$ cat src/sv/ssp_pkg.sv
// Shared types and constants for the stepper setpoint speed planner.
package ssp_pkg;

  // Width of the period dividend: 1e6 us * 2^12 * 2^8 needs 40 bits.
  localparam int NUM_W = 40;
  localparam logic [NUM_W-1:0] PERIOD_NUM = 40'd1048576000000;
  localparam int MAX_SPEED_LOG2_DEF = 20;
  localparam int DIV_STEPS = NUM_W;

  localparam logic        PASSTHROUGH_RST = 1'b0;
  localparam logic [31:0] UNITS_RST       = 32'd65536;
  localparam logic [31:0] DEF_SPEED_RST   = 32'd6553600;

  typedef enum logic [1:0] {
    CFG_PASSTHROUGH = 2'd0,
    CFG_UNITS       = 2'd1,
    CFG_DEF_SPEED   = 2'd2
  } cfg_idx_t;

  // Result fields that ride along the divider chain unchanged.
  typedef struct packed {
    logic        ok;
    logic [31:0] target;
  } side_t;

  // One step of the actual-speed division: partial remainder, quotient, divisor.
  typedef struct packed {
    logic [31:0]      rem;
    logic [NUM_W-1:0] quo;
    logic [31:0]      div;
  } adiv_t;

endpackage

$ cat src/sv/ssp_cell.sv
// One divider cell: a single restoring step of both divisions per cycle while en is high.
module ssp_cell #(
  parameter int VW = ssp_pkg::MAX_SPEED_LOG2_DEF + 9
) (
  input  logic                      clk,
  input  logic                      rst,
  input  logic                      en,
  input  logic                      valid_i,
  input  ssp_pkg::side_t            side_i,
  input  logic [VW-1:0]             prem_i,
  input  logic [ssp_pkg::NUM_W-1:0] pquo_i,
  input  logic [VW-1:0]             pdiv_i,
  input  ssp_pkg::adiv_t            adiv_i,
  output logic                      valid_o,
  output ssp_pkg::side_t            side_o,
  output logic [VW-1:0]             prem_o,
  output logic [ssp_pkg::NUM_W-1:0] pquo_o,
  output logic [VW-1:0]             pdiv_o,
  output ssp_pkg::adiv_t            adiv_o
);
  import ssp_pkg::*;

  logic [VW:0] ps;
  logic        pge;
  logic [32:0] as;
  logic        age;

  always_comb begin
    ps  = {prem_i, pquo_i[NUM_W-1]};
    pge = ps >= {1'b0, pdiv_i};
    as  = {adiv_i.rem, adiv_i.quo[NUM_W-1]};
    age = as >= {1'b0, adiv_i.div};
  end

  always_ff @(posedge clk) begin
    if (rst) begin
      valid_o <= 1'b0;
    end else if (en) begin
      valid_o <= valid_i;
    end
  end

  always_ff @(posedge clk) begin
    if (en) begin
      side_o     <= side_i;
      prem_o     <= pge ? VW'(ps - {1'b0, pdiv_i}) : ps[VW-1:0];
      pquo_o     <= {pquo_i[NUM_W-2:0], pge};
      pdiv_o     <= pdiv_i;
      adiv_o.rem <= age ? 32'(as - {1'b0, adiv_i.div}) : as[31:0];
      adiv_o.quo <= {adiv_i.quo[NUM_W-2:0], age};
      adiv_o.div <= adiv_i.div;
    end
  end

endmodule

$ cat config.mk
export PLATFORM = sky130hd
export DESIGN_NAME = ssp_cell
export DESIGN_NICKNAME = d
export VERILOG_FILES = /design/src/sv/ssp_pkg.sv /design/src/sv/ssp_cell.sv
export SDC_FILE = /design/constraint.sdc
export NUM_CORES = 1
export LEC_CHECK = 0
export ABC_AREA = 1
export BUFFER_PORTS_ARGS = -buffer_cell sky130_fd_sc_hd__clkbuf_2
export CAP_MARGIN = 10
export CELL_PAD_IN_SITES_DETAIL_PLACEMENT = 1
export CELL_PAD_IN_SITES_GLOBAL_PLACEMENT = 2
export CORE_ASPECT_RATIO = 0.8
export CORE_MARGIN = 2
export CORE_UTILIZATION = 26
export CTS_CLUSTER_DIAMETER = 200
export DETAILED_ROUTE_END_ITERATION = 16
export PLACE_DENSITY = 0.8
export REMOVE_ABC_BUFFERS = 1
export SLEW_MARGIN = 20
export SYNTH_ARGS = -nofsm -noshare
export SYNTH_HDL_FRONTEND = slang
export SYNTH_SLANG_ARGS = --single-unit
$ cat constraint.sdc
create_clock -name clk -period 1.8 [get_ports clk]
set_input_delay 0.18 -clock clk [delete_from_list [all_inputs] [get_ports clk]]
set_output_delay 0.18 -clock clk [all_outputs]
set_load 0.01 [all_outputs]
After elaboration in Yosys (flattened, before gate mapping)

Cells that the tools add are included.
W data, S select, Z words.

Multiplexer cells: 2
Magnitude comparators: 2
$add $sub $neg: 2

Operator list:

| operator         | count |
|---|---|
| $ge A33 B32 Y1   | 1 |
| $mux W32         | 1 |
| $sub A32 B32 Y32 | 1 |
| $ge A30 B29 Y1   | 1 |
| $mux W29         | 1 |
| $sub A29 B29 Y29 | 1 |

Input bits: 239
Register bits: 236
Logic and storage cells: 15

Depth between registers and ports, before layout

Depth after elaboration: 2
Gate-level depth with buffers: 16
Gate-level depth less buffers: 15

Worst setup path after synthesis

No wires, ideal clock.

Path kind: in2reg
Start: input pquo_i[39] (netlist bit)
End: register prem_o[21], data pin
Slack: -112 ps
Library setup time: 253 ps
Path buffers: 1
Arrival time: 1,659 ps
Cell stages on the path: 14
Required time: 1,547 ps
Cells stage by stage: inv_1 ha_1 fa_1 inv_1 nand2_1 nand3_1 nand2_1 nand2_2 nand2_1 nand2_1 nand2_2 buf_6 nand3_1 nand2_1

Word-level cells in the longest chain between the ends: 2
Elaborated cells on any way between the ends: 3

RTL lines:

| item                                                      | RTL line                       | text |
|---|---|---|
| from (decl)                                               | ssp_cell.sv:11                 | `input logic [ssp_pkg::NUM_W-1:0] pquo_i,` |
| $sub A29 B29 Y29 / $ge A30 B29 Y1 (equally long branches) | ssp_cell.sv:46, ssp_cell.sv:30 |  |
| $mux W29 *                                                | ssp_cell.sv:46                 | `prem_o <= pge ? VW'(ps - {1'b0, pdiv_i}) : ps[VW-1:0];` |
| to (signal assigned)                                      | ssp_cell.sv:46                 |  |
| to (decl)                                                 | ssp_cell.sv:16                 | `output logic [VW-1:0] prem_o,` |

Every way passes the cells marked *; elsewhere a longest branch is shown, timed or not.
A chain may end at the register's enable or synchronous reset.

==> impl_metrics.ini <==
[routing]
drt-wirelength-per-cell_um = 18.7
drc = 0
drt_iter0_markers = 679
first_pass_iters = 4
detail-route-antenna-nets = 0
wirelength_um = 58700
dr_total_vias = 13700
post_drt_via_cell_ratio = 4.35

[placed_design]
port_buffers = 474
post-dp-hpwl_um = 43800
place_ws_ns = -0.505
place.gp.congestion = 0.857
dpl.cell_count = 2860
placed_cell_area_um2 = 18100

[synthesis]
synth_edf_count = 235
yosysTopAreaCell = edfxtp_1
ys_ff_latch = 236
synth_top_area_share_pct = 54.2
synth_warnings = 0
netlist_area_um2 = 13000
yosys-top-cells-count = 514 x nand2_1, 296 x inv_1, 235 x edfxtp_1, 113 x nand3_1, 73 x nor2_1
synth_cell_types = 40
ys.flop_type = edfxtp_1
synth_most_common_cell = nand2_1
ys_seq_area_share_pct = 54.4
yosys-top-cells-area = edfxtp_1 54%, nand2_1 15%, inv_1 8.5%, ha_1 5.9%, nand3_1 4.3%
synthCells = 1475
async_reset_ff_share_pct = 0
syn_area_per_cell_um2 = 8.82

[global_route]
antenna_found_initial = 6
grt.busiest_layer = met2
grt_use_met3_pct = 3.92
grt_pass1_vias = 14800
grtUsageMet2_pct = 36.4
grt-ovfl-total = 0
grt_pass1_wl_um = 86000
grt_max_degree = 65
grtUsageMet1_pct = 28.4
grt_util_all_layers_pct = 21.9

[clock_network]
cts_max_path_buffers = 3
postCtsSetupBuffers = 0
cts_tree = yes
cts_buffers = 28
clkLatencyLatePin_ns = 0.58
path_clk_slew_ns = 0.06
clock_sinks = 236
cts_root_buf = clkbuf_16
h-tree-depth = 1

[timing]
worst_pin_slew_ns = 0.438
slew_violations = 0
rsz0062_at_grt = false
hold_viol = 0
final.setup_skew_ns = 0
period_minus_slack_ns = 1.76
fin_crit_sh_pct = 97.9
finalSetupViolCount = 0
setup_slack_ns = 0.0381
fmax_ghz = 0.568
slew-limit-headroom_pct = 70.8

[floorplan]
die_w_um = 254
io_pins = 475
initial_core_util_pct = 26.2
coreArea_um2 = 49600
die_y_um = 204
row_count = 73
fp.dieArea_um2 = 51900

[power]
seqPwrFrac_pct = 40.4
vdd_drop_max_mv = 0.749
p_int_mw = 11.8
p_comb_share_pct = 27.0
switchingPower_mw = 5.34
power_density_nw_per_um2 = 804
p_leak_nw = 11.1
power.share.clock_pct = 32.6
sw_frac_of_total_pct = 31.2

[setup_path]
start_kind = input port
critPathKind = input port to register
critPathRequiredTime_ns = 2.27
end_kind = register
cp_max_fo = 24
cp.arrival_ns = 2.23

[finish]
syn2layout_area_growth_pct = 63.6
drive_above_1_share_pct = 33.4
fill_cells = 5992
fin_area_um2 = 21300
final-instance-count-excl-fill = 3135
nNetsFinal = 2740

[status]
outcome = complete, no violations

[job]
cap_viol_max_count = 0

[worst_hold_path]
hold_class = input port to register
[critical path, stage by stage]
cell and delay (ns):
dlygate4sd3_1 0.56, buf_8 0.17, buf_16 0.20, buf_16 0.18
mux2i_2 0.25, nor2_1 0.09, dlygate4sd3_1 0.55
[metrics by stage]
stage | power [mW] | hold WS [ns] | TNS, ns | utilization [%]
6_report | 17.1 | 0.0361 | 0 | 42.9
5_1_grt | 17.9 | 0.0408 | 0 | 42.9
4_1_cts | 17.2 | 0.00143 | 0 | 42.8
3_5_place_dp | 11.2 | 0.358 | -26.18 | 36.6
3_3_place_gp | 11.0 | 0.341 | -23.16 | 36.6
2_1_floorplan | 8.75 | 0.252 | -18.51 | -
[area by class of cell]
class | count | area, um2 | area share, %
timing repair buffer | 949 | 6690 | 31.4
sequential | 236 | 7080 | 33.2
clock inverter | 20 | 159 | 0.746
antenna | 2 | 5.00 | 0.0235
clock buffer | 30 | 708 | 3.33
inverter | 301 | 1130 | 5.31
multi-input combinational | 922 | 4680 | 22.0
tap | 675 | 845 | 3.97
[sequential cells by signal, summed over array words and instances (netlist names)]
register,flops
pdiv_o,29
pquo_o,40
adiv_o,104
prem_o,29
valid_o,1
side_o,33
[cell usage in the layout, fill, tap and decap left out, types with 3 or more instances in the layout]
cell type,instances
nor2_2,11
o21bai_1,5
a21oi_1,38
buf_4,240
clkinv_1,6
clkbuf_2,473
inv_2,5
o21ai_1,14
nor3_1,8
inv_1,296
edfxtp_1,235
clkbuf_16,29
nand2_4,4
nor3_2,3
nand3b_1,6
dlygate4sd3_1,222
nand3_1,113
nand2_2,20
clkinv_2,7
nand4_1,6
nand2_1,511
and2_1,4
xor2_1,25
buf_12,10
ha_1,60
nor2_1,71
[layer usage]
metal  vias to the layer above  share of wire [%]
li1                       6611                  -
met1                      6555                 44
met2                       362                 47
met3                       118                4.9
met4                         4                3.8
met5                         -              0.043
[power by group through the flow]
stage	clock network, mW	logic (mW)	registers, mW
2_1_floorplan	0	1.50	7.25
3_3_place_gp	0	4.04	6.99
3_5_place_dp	0	4.15	7.01
4_1_cts	5.71	4.56	6.90
5_1_grt	5.93	5.05	6.96
6_report	5.58	4.62	6.92
[path summary, 6_finish.rpt]
| kind | startpoint | end | slack (ns) | cells after the start |
|---|---|---|---|---|
| max | en | valid_o$_SDFFE_PP0P_ | 0.04 | 7 |
| min | adiv_i[94] | adiv_o[95]$_DFFE_PP_ | 0.04 | 4 |
| max reg2reg | valid_o$_SDFFE_PP0P_ | valid_o$_SDFFE_PP0P_ | 0.53 | 3 |
| min reg2reg | valid_o$_SDFFE_PP0P_ | valid_o$_SDFFE_PP0P_ | 1.21 | 3 |
[repair_timing]
action / 4_1_cts / 5_1_grt
hold buffers: 222 / 0
endpoints found under the setup margin: 0 / 27
endpoints found under the hold margin: 226 / 0
resized for setup: 0 / 9
[kinds of logic after synthesis]
family,after synthesis,synth area share [%]
adder cells (fa/ha/maj),63,6.17
buffers and inverters,317,9.81
XOR/XNOR,27,1.82
AO/OA/AOI/OAI,64,2.72
multiplexers,1,0.0769
AND/OR/NAND/NOR,767,25.0
flip-flops,236,54.4
Note: power is estimated with default switching activity, not from simulation.
